`config.mk`:
```
export PLATFORM = sky130hd
export DESIGN_NAME = sktu_cell
export DESIGN_NICKNAME = d
export VERILOG_FILES = /design/src/sorted_key_table_unit_macros.svh /design/src/sktu_pkg.sv /design/src/sktu_cell.sv
export SDC_FILE = /design/constraint.sdc
export NUM_CORES = 1
export LEC_CHECK = 0
export BUFFER_PORTS_ARGS = -buffer_cell sky130_fd_sc_hd__buf_2
export CORE_AREA = 5 5 188 190
export DETAILED_ROUTE_END_ITERATION = 16
export DIE_AREA = 0 0 193 195
export HOLD_SLACK_MARGIN = 0.05
export PLACE_DENSITY_LB_ADDON = 0.3
export REMOVE_ABC_BUFFERS = 1
export SYNTH_ARGS = -nofsm -noshare
export SYNTH_HDL_FRONTEND = slang
export SYNTH_SLANG_ARGS = --single-unit
```
`constraint.sdc`:
```
create_clock -name clk -period 4 [get_ports clk]
set_input_delay 0.4 -clock clk [delete_from_list [all_inputs] [get_ports clk]]
set_output_delay 0.4 -clock clk [all_outputs]
set_load 0.01 [all_outputs]
```
`src/sorted_key_table_unit_macros.svh`:
```
// ----------------------------------------------------------------------------
// sorted_key_table_unit_macros.svh
// Assertion macros shared by the sorted key table RTL.
// ----------------------------------------------------------------------------
`ifndef SORTED_KEY_TABLE_UNIT_MACROS_SVH
`define SORTED_KEY_TABLE_UNIT_MACROS_SVH

// Same-cycle implication, disabled while reset is applied.
`define SKTU_ASSERT_NOW(label, clk, rst_n, ante, cons) \
	label: assert property (@(posedge clk) disable iff (!(rst_n)) (ante) |-> (cons)) \
		else $error("sorted key table: same-cycle check failed");

// Next-cycle implication, disabled while reset is applied.
`define SKTU_ASSERT_NEXT(label, clk, rst_n, ante, cons) \
	label: assert property (@(posedge clk) disable iff (!(rst_n)) (ante) |=> (cons)) \
		else $error("sorted key table: next-cycle check failed");

`endif

```
`src/sktu_pkg.sv`:
```
// ----------------------------------------------------------------------------
// sktu_pkg
// Types and sizing constants shared by the sorted key table cells and top.
// ----------------------------------------------------------------------------
package sktu_pkg;

	localparam int CAPACITY  = 64;
	localparam int KEY_BITS  = 64;
	localparam int DATA_BITS = 32;
	localparam int CNT_W     = $clog2(CAPACITY + 1);

	typedef logic [KEY_BITS-1:0]  key_t;
	typedef logic [DATA_BITS-1:0] data_t;
	typedef logic [CNT_W-1:0]     cnt_t;

	typedef enum logic [1:0] {
		REQ_UPSERT = 2'd0,
		REQ_REMOVE = 2'd1,
		REQ_LOOKUP = 2'd2,
		REQ_READ   = 2'd3
	} req_e;

	typedef enum logic [1:0] {
		ST_OK       = 2'd0,
		ST_NOTFOUND = 2'd1,
		ST_FULL     = 2'd2,
		ST_RANGE    = 2'd3
	} status_e;

	typedef enum logic [1:0] {
		OP_NONE   = 2'd0,
		OP_INSERT = 2'd1,
		OP_REMOVE = 2'd2,
		OP_WRITE  = 2'd3
	} cell_op_e;

	typedef struct packed {
		key_t  key;
		data_t data;
	} entry_t;

	// Broadcast to every cell of the row.
	typedef struct packed {
		logic     cmp;     // compare against key this cycle
		logic     by_pos;  // request selects by position, not by key
		cell_op_e op;      // row update at the end of this cycle
		key_t     key;
		data_t    data;
	} cell_cmd_t;

endpackage

```
`src/sktu_cell.sv`:
```
// ----------------------------------------------------------------------------
// sktu_cell
// One entry of the sorted row: compare flags, shift from either neighbor.
// ----------------------------------------------------------------------------
module sktu_cell (
	input  logic               clk,
	input  logic               arst_n,
	input  sktu_pkg::cell_cmd_t cmd,
	input  logic               in_use,   // entry lies below the fill count
	input  logic               pos_sel,  // entry sits at the requested position
	input  sktu_pkg::entry_t   lft,      // entry of the lower neighbor
	input  logic               lft_lt,   // lower neighbor holds a smaller key
	input  sktu_pkg::entry_t   rgt,      // entry of the upper neighbor
	output sktu_pkg::entry_t   ent,
	output logic               lt,
	output logic               pick,
	output sktu_pkg::entry_t   rd
);
	import sktu_pkg::*;

	entry_t ent_q;
	logic   lt_q;
	logic   pick_q;

	// Compare flags, taken in the compare cycle and held through execute.
	always_ff @(posedge clk or negedge arst_n) begin
		if (!arst_n) begin
			lt_q   <= 1'b0;
			pick_q <= 1'b0;
		end else if (cmd.cmp) begin
			lt_q <= in_use && (ent_q.key < cmd.key);
			if (cmd.by_pos) begin
				pick_q <= in_use && pos_sel;
			end else begin
				pick_q <= in_use && (ent_q.key == cmd.key);
			end
		end
	end

	// Payload: hold below the insertion point, shift or load above it; a write rewrites the data of the picked entry.
	always_ff @(posedge clk) begin
		unique case (cmd.op)
			OP_INSERT: begin
				if (!lt_q) begin
					if (lft_lt) begin
						ent_q.key  <= cmd.key;
						ent_q.data <= cmd.data;
					end else begin
						ent_q <= lft;
					end
				end
			end
			OP_REMOVE: begin
				if (!lt_q) begin
					ent_q <= rgt;
				end
			end
			OP_WRITE: begin
				if (pick_q) begin
					ent_q.data <= cmd.data;
				end
			end
			OP_NONE: begin
			end
			default: begin
			end
		endcase
	end

	assign ent  = ent_q;
	assign lt   = lt_q;
	assign pick = pick_q;
	assign rd   = pick_q ? ent_q : '0;

endmodule

```
==> summary.txt, run 1 <==
# setup viols final: 0
Post-Syn Area: 7300 um2
share of cells above drive strength 1: 41.8%
setup TNS: 0 ps
first-pass GRT wire length: 44100 um
Post-Synth Adder-Cell Area: 11.5%
TritonCTS buffer count: 9
FF-to-FF Start: ent[62]
Hold WS: 317 ps
all-layer global routing usage: 15.1%
initial antenna violation count: 2
Rows: 67
Port Buffers: 490
GR peak layer: met2
CTS H-tree depth: 3
CTS tree: done
slowest CP cell: nor4_1
vias in the first global route: 7494
top_reg_cell synth: edfxtp_1
final hold violations: 0
Via density: 4.38
I/O pin count: 491
Hold Path Stages: 3
Worst EP required: 4250 ps
fraction of the yosys area taken by sequential cells: 40.2%
Post-Synthesis Cells: 783
die area: 37600 um2
Pre-Repair DR Iteration Count: 5
Hold Path End: ent[38]
EDFF count, synth: 96
grt met3 use: 2.86%
DR vias: 7437
cells on worst reg2reg path: 7
Setup Buffers After CTS: 0
CTS Hold Bufs: 1
Clock Sinks: 98
Die Span Y: 195 um
fin crit share: 61.5%
CTS Root Cell: clkbuf_16
Setup crit end kind: flop
Detailed Place HPWL: 24700 um
reg2reg end: lt
Synth top area share: 39.5%
Detail Route Antenna Nets: 0
worst relative slew slack: 34.6%
compound-gate portion of the synthesized area: 17.3%
Static Leakage: 5.32 nW
clk_lat worst skew: 350 ps
fin nets: 1608
worst vdd ir: 0.170 mV
Hold Startpoint: rgt[38]
Max Root-Sink Buffers: 2
Synth area leaders: edfxtp_1 (39%), ha_1 (11%), mux2i_1 (8.8%), and2_1 (8.2%), a22oi_1 (6.5%)
FF-to-FF setup slack: 1540 ps
post-synthesis mux area share: 8.77%
DIE WIDTH: 193 um
largest family of logic cells by synthesized area: compound AO/OA/AOI/OAI gates
Residual DRC: 0
Worst-path clk slew: 70 ps
min-delay worst type: primary input to flop
Arr. time, crit path: 2710 ps
WL/cell: 18.0 um
Routed WL: 30500 um
Synth Register Bits: 98
pin count of the biggest net entering global routing: 194
Final Total Pwr: 3.15 mW
fmax: 407 MHz
Post-Synth Simple-Gate Area: 16.2%
Worst Skew: 7.11 ps
CP cell instances: ha_1 -> nand4_1 -> nor4_1 -> nand2_1 -> nor4_4 -> o31ai_1 -> a32o_1
worst-margin pin slew: 978 ps
Post-Synth XOR/XNOR Area: 0%
GR Util met1: 19.0%
Cell variety after synth: 32
DRT iter0 DRCs: 333
CP Launch Type: flop
highest-count cells in the layout ignoring fill and taps: buf_2 (489), and2_1 (96), edfxtp_1 (96)
routability congestion estimate: 0.849
most common cell after layout, fill and taps aside: buf_2
mean area per synthesized cell: 9.33 um2
core area: 33300 um2
Max Cap Viol: 0
GRT met2 Usage: 26.5%
yosys warns: 0
power density over the cells: 299 nW/um2
Initial Util: 21.9%
Slew Viols, Final: 0
Area Growth Syn to Fin: 44.5%
Max FO, Critical Path: 3
RSZ-0062 raised after global routing: false
Synth area leader: edfxtp_1
Setup CP Type: flop to flop
# resized after CTS: 0
fin crit period: 2460 ps
gr ovfl total: 0
slowest stage delay, CP: 510 ps
outcome: complete, no violations
post-synthesis async set-or-reset flop share: 2.04%
per-layer routing:
| layer | part of all wire, % | vias up | wire length (um) |
|---|---|---|---|
| li1 | - | 3734 | - |
| met1 | 42 | 3415 | 12800 |
| met2 | 50 | 259 | 15400 |
| met3 | 5.9 | 27 | 1790 |
| met4 | 1.7 | 2 | 506 |
| met5 | 0.066 | - | 20 |
worst max path at each step:
stage	from	endpoint	slack [ps]	depth (start not counted)
after floorplan	cmd[96]	ent[32]	-3210	4
after global placement	cmd[95]	lt	1450	9
after detailed placement	cmd[62]	lt	1370	9
after CTS	ent[62]	lt	1460	7
after global routing	ent[62]	lt	1300	7
final	ent[62]	lt	1540	7
cells in the mapped netlist, types with 5 or more instances:
master    count
ha_1         67
nand3_1       5
nor2_1       14
inv_1        69
o21ai_0      16
clkbuf_1     42
edfxtp_1     96
nand4_1      11
a21oi_1      29
o21ai_1      90
and2_1       96
mux2i_1      64
nand2_1      87
a22oi_1      63
registers in the layout, indices dropped and copies added, names as in the netlist:
register  flops
ent          96
pick          1
lt            1
critical path: cells and delay by family, from the launching register on:
kind | cells | cell delay, ps
AOI/OAI and AO/OA | 2 | 410
adders and majority gates | 1 | 350
DFF | 1 | 410
and+or+nand+nor | 4 | 1180
kinds of logic after synthesis:
family,count (synthesis)
simple gates,224
compound gates,212
buf+inv,118
flops,98
fa+ha+maj,67
mux,64
stage by stage:
step	instances	setup WS, ps	util, %	cell area (um2)
global placement	1680	1450	30.8	10200
finish	1697	1540	31.7	10600
CTS	1696	1460	31.7	10600
detailed placement	1680	1370	30.8	10200
floorplan	734	-3210	-	7120
global route	1697	1300	31.7	10600
power by group:
part,switching [mW],internal (mW)
clock network,0.423,0.485
registers,0.0830,1.27
logic,0.503,0.388
total,1.01,2.15
cell type report:
| type | instances | area, um2 |
|---|---|---|
| clock buffer | 9 | 225 |
| multi-input combinational | 567 | 3960 |
| clock inverter | 6 | 67.6 |
| tap | 448 | 561 |
| inverter | 69 | 259 |
| sequential | 98 | 2930 |
| timing repair buffer | 499 | 2550 |
| fill | 3551 | 22700 |
| antenna | 1 | 2.50 |
No activity file was read; power rests on OpenSTA's default activity.
==> inputs of run 2 (changes only) <==
Settings changed: CORE_AREA 5 5 188 190 to 5 5 190 192, DIE_AREA 0 0 193 195 to 0 0 195 197.
Clock period 4 ns to 2.2 ns, I/O delays scaled along.
==> run 2 against run 1 <==
Net effect: largest cell class unchanged; fmax grew 17%; clock power up 80%; global-route usage up 0.24 points.
==> summary.txt, run 2 (synthesized netlist as in run 1, its figures left out) <==
outcome: complete, no violations
pin count of the biggest net entering global routing: 99
CTS tree: done
die area: 38400 um2
Via density: 4.46
DR vias: 7711
worst-margin pin slew: 729 ps
Port Buffers: 490
Final Total Pwr: 5.83 mW
most used cell along the critical path: nor4_4
reg2reg end: lt
worst relative slew slack: 51.4%
FF-to-FF Start: ent[87]
Die Span Y: 197 um
Hold Startpoint: rgt[40]
final worst setup slack: 99.9 ps
fin nets: 1633
Hold Path End: ent[40]
slowest CP cell: edfxtp_1
first-pass GRT wire length: 46200 um
fmax: 476 MHz
Detail Route Antenna Nets: 0
Worst EP required: 2460 ps
clk_lat worst skew: 360 ps
Rows: 68
RSZ-0062 raised after global routing: true
pre-CTS setup slack: -30.8 ps
Residual DRC: 0
all-layer global routing usage: 15.4%
gr ovfl total: 0
CTS Root Cell: clkbuf_16
Clock Sinks: 98
core area: 34200 um2
Detailed Place HPWL: 25900 um
initial antenna violation count: 6
share of cells above drive strength 1: 43.8%
Buf/Inv on CP: 0
Max Root-Sink Buffers: 2
Max Cap Viol: 0
Static Leakage: 5.48 nW
# setup viols final: 0
Worst Skew: 5.09 ps
DRT iter0 DRCs: 272
Worst-path clk slew: 70 ps
I/O pin count: 491
max reg flops: 96
Routed WL: 31400 um
DIE WIDTH: 195 um
worst vdd ir: 0.359 mV
Pre-Repair DR Iteration Count: 5
CP delay by family, top: simple AND/OR/NAND/NOR gates
Hold WS: 134 ps
CP cell instances: ha_4 -> nand4_4 -> nor4_4 -> nand3_2 -> nor4_4 -> o31ai_1 -> a32o_1
fin crit period: 2100 ps
Setup crit end kind: flop
slowest stage delay, CP: 430 ps
Max FO, Critical Path: 2
CP Launch Type: flop
routability congestion estimate: 0.920
highest-count cells in the layout ignoring fill and taps: buf_2 (489), and2_1 (96), edfxtp_1 (96)
most common cell after layout, fill and taps aside: buf_2
min-delay worst type: primary input to flop
CTS H-tree depth: 3
Setup CP Type: flop to flop
power density over the cells: 532 nW/um2
# fillers: 3676
WL/cell: 18.2 um
Slew Viols, Final: 0
Hold Path Stages: 3
Arr. time, crit path: 2360 ps
fin crit share: 95.5%
vias in the first global route: 8028
Initial Util: 21.4%
TritonCTS buffer count: 9
Area Growth Syn to Fin: 50.1%
cells on worst reg2reg path: 7
final hold violations: 0
FF-to-FF setup slack: 100 ps
[run 2: cell types whose count changed in the layout (fill, tap and decap cells not counted), moves of 2 or more]
| cell | change |
|---|---|
| ha_4 | +8 |
| buf_12 | +7 |
| nand2_1 | -2 |
| clkinv_2 | +3 |
| ha_1 | -8 |
| nand2_2 | +2 |
| buf_4 | +18 |
[run 2: per-stage QoR]
| stage | area (um2) | TNS, ps | util, % | std cells |
|---|---|---|---|---|
| 6_report | 11000 | 0 | 32.0 | 1730 |
| 5_1_grt | 11000 | -43.0 | 32.0 | 1730 |
| 4_1_cts | 10800 | 0 | 31.6 | 1727 |
| 3_5_place_dp | 10500 | -30.8 | 30.7 | 1706 |
| 3_3_place_gp | 10500 | 0 | 30.7 | 1706 |
| 2_1_floorplan | 7120 | -567650 | - | 734 |
[run 2: routing by layer]
layer	global-route usage, %	vias up	share of wire [%]
li1	-	3783	-
met1	19.0	3611	41
met2	26.7	276	50
met3	4.21	31	6.6
met4	3.83	10	1.8
met5	0	-	0.20
[run 2: report_power, final]
group          internal (mW)  switching, mW
Combinational          0.790          0.959
Clock                  0.876          0.756
Sequential              2.31          0.143
[run 2: worst reg2reg max path, stage by stage (launching register included)]
cell and delay [ps]:
edfxtp_1 430, ha_4 310, nand4_4 130, nor4_4 300, nand3_2 140, nor4_4 300
o31ai_1 120, a32o_1 270
[run 2: final cells by class]
type,instances,area [um2],area share (%)
clock inverter,6,57.6,0.525
clock buffer,10,229,2.09
inverter,69,259,2.36
sequential,98,2930,26.8
multi-input combinational,567,4080,37.3
antenna,1,2.50,0.0228
timing repair buffer,524,2830,25.8
tap,455,569,5.19
[run 2: timing repair]
item | CTS | global route
buffers inserted | 4 | 2
gates resized for setup | 2 | 11
hold buffers | 1 | 0
pin swaps | 4 | 5
hold endpoints to repair | 2 | 0
setup endpoints to repair | 1 | 2
[run 2: how the worst max path moves through the flow]
stage	from	end	slack (ps)	cells past startpoint
CTS	ent[79]	lt	3	7
global placement	ent[62]	lt	30	7
detailed placement	ent[85]	lt	-30	7
global route	ent[86]	lt	-40	7
floorplan	cmd[96]	ent[32]	-4830	4
finish	ent[87]	lt	100	7
==> inputs of run 3 (changes only) <==
Settings changed: CORE_AREA 5 5 190 192 to 10 10 183 185, DIE_AREA 0 0 195 197 to 0 0 193 195.
Clock period 2.2 ns to 2 ns, I/O delays scaled along.
==> run 3 against run 2 <==
Net effect: non-clock buffer count is 36 higher; first-iteration DRC count is 14% higher; the flow now finishes with violations (negative setup slack); fmax hardly changed; global-route usage is 1.5 points higher; sequential share of layout area is 0.39 points lower; critical path depth stayed put; hold slack worse by 13 ps.
==> summary.txt, run 3 (synthesized netlist as in run 1, its figures left out) <==
fin nets: 1669
FF-to-FF Start: ent[83]
Max FO, Critical Path: 3
Slew Viols, Final: 0
worst-margin pin slew: 586 ps
Setup crit end kind: flop
cells on worst reg2reg path: 7
Pre-Repair DR Iteration Count: 4
Rows: 64
CTS H-tree depth: 3
worst vdd ir: 0.340 mV
Worst EP required: 2240 ps
switching power: 2.10 mW
power density over the cells: 589 nW/um2
Port Buffers: 490
setup TNS: -112 ps
Die Span Y: 195 um
DR vias: 7788
violated checks: negative setup slack
Setup CP Type: flop to flop
DIE WIDTH: 193 um
# fillers: 3142
register area: 2930 um2
fin crit period: 2100 ps
outcome: finished with violations
pre-CTS setup slack: -174 ps
Clock Power Share: 28.1%
Residual DRC: 0
Clock Sinks: 98
core area: 30000 um2
CP Launch Type: flop
FF-to-FF setup slack: -100 ps
Critical path origin: ent[83]
WL/cell: 19.7 um
min-delay worst type: primary input to flop
Detail Route Antenna Nets: 0
Sw Share: 32.0%
Initial Util: 24.3%
Area Growth Syn to Fin: 52.2%
DRT iter0 DRCs: 310
gr ovfl total: 0
routability congestion estimate: 0.925
Hold WS: 121 ps
share of cells above drive strength 1: 45.7%
Worst-path clk slew: 80 ps
Worst Skew: 9.91 ps
worst relative slew slack: 61.0%
clk_lat worst skew: 360 ps
highest-count cells in the layout ignoring fill and taps: buf_2 (489), and2_1 (96), edfxtp_1 (96)
# setup viols final: 2
Flop pwr share: 41.0%
fmax: 476 MHz
final worst setup slack: -99.2 ps
initial antenna violation count: 4
final hold violations: 0
Logic pwr share: 31.0%
Max Cap Viol: 0
first-pass GRT wire length: 49100 um
Detailed Place HPWL: 28000 um
Max Root-Sink Buffers: 2
Routed WL: 33600 um
area of the multi-input gates: 4100 um2
Static Leakage: 5.63 nW
reg2reg end: lt
CP Capture Point: lt
all-layer global routing usage: 16.9%
max reg flops: 96
CTS tree: done
RSZ-0062 raised after global routing: true
I/O pin count: 491
Via density: 4.56
Final Total Pwr: 6.55 mW
CTS Root Cell: clkbuf_16
fin crit share: 105%
die area: 37600 um2
vias in the first global route: 8233
TritonCTS buffer count: 9
most common cell after layout, fill and taps aside: buf_2
Internal Dissipation: 4.45 mW
Arr. time, crit path: 2340 ps
pin count of the biggest net entering global routing: 138
[run 3: how the worst min path moves through the flow]
stage / from / endpoint / slack (ps) / depth (start not counted)
CTS: rgt[38] / ent[38] / 100 / 3
global placement: arst_n / lt / 40 / 1
floorplan: arst_n / lt / -100 / 0
finish: rgt[93] / ent[93] / 120 / 3
detailed placement: arst_n / lt / 40 / 1
global route: rgt[43] / ent[43] / 120 / 3
[run 3: area by class of cell]
cell class,count,share of cell area (%)
Timing Repair Buffer,560,27.3
Sequential cell,98,26.4
Tap cell,396,4.46
Multi-Input combinational cell,567,36.9
Clock buffer,10,2.06
Inverter,69,2.33
Antenna cell,1,0.0225
Clock inverter,6,0.596
[run 3: power groups by stage]
stage / combinational [mW] / sequential, mW / clock (mW)
5_1_grt: 2.26 / 2.71 / 1.97
4_1_cts: 2.04 / 2.68 / 1.91
3_3_place_gp: 1.97 / 2.71 / 0
6_report: 2.03 / 2.68 / 1.84
3_5_place_dp: 1.99 / 2.73 / 0
2_1_floorplan: 0.782 / 2.81 / 0
[run 3: per-stage QoR]
step	cell area (um2)	util [%]	cells
2_1_floorplan	7120	-	734
3_3_place_gp	10600	35.4	1684
3_5_place_dp	10600	35.4	1684
4_1_cts	11100	36.8	1704
5_1_grt	11100	37.0	1706
6_report	11100	37.0	1707
[run 3: per-layer routing]
metal | vias to the layer above | global-route usage (%) | wire length (um)
met2 | 277 | 29.3 | 16700
met4 | 8 | 4.45 | 559
li1 | 3854 | - | -
met3 | 38 | 5.08 | 2900
met1 | 3611 | 19.6 | 13400
met5 | - | 0 | 43
[run 3: worst max-delay path, cell delays in order, from the launching register on]
cell and delay [ps]:
edfxtp_1 450, ha_4 310, nand2_4 60, nor4_4 310, nand3_2 160, nor4_4 310
o31ai_1 110, a32o_1 270
[run 3: what timing repair did]
| action | CTS | global route |
|---|---|---|
| endpoints found under the hold margin | 2 | 0 |
| setup endpoints to repair | 2 | 2 |
| resized for setup | 13 | 6 |
| buffers inserted | 3 | 2 |
| hold buffers | 1 | 0 |
| pin swaps | 6 | 5 |
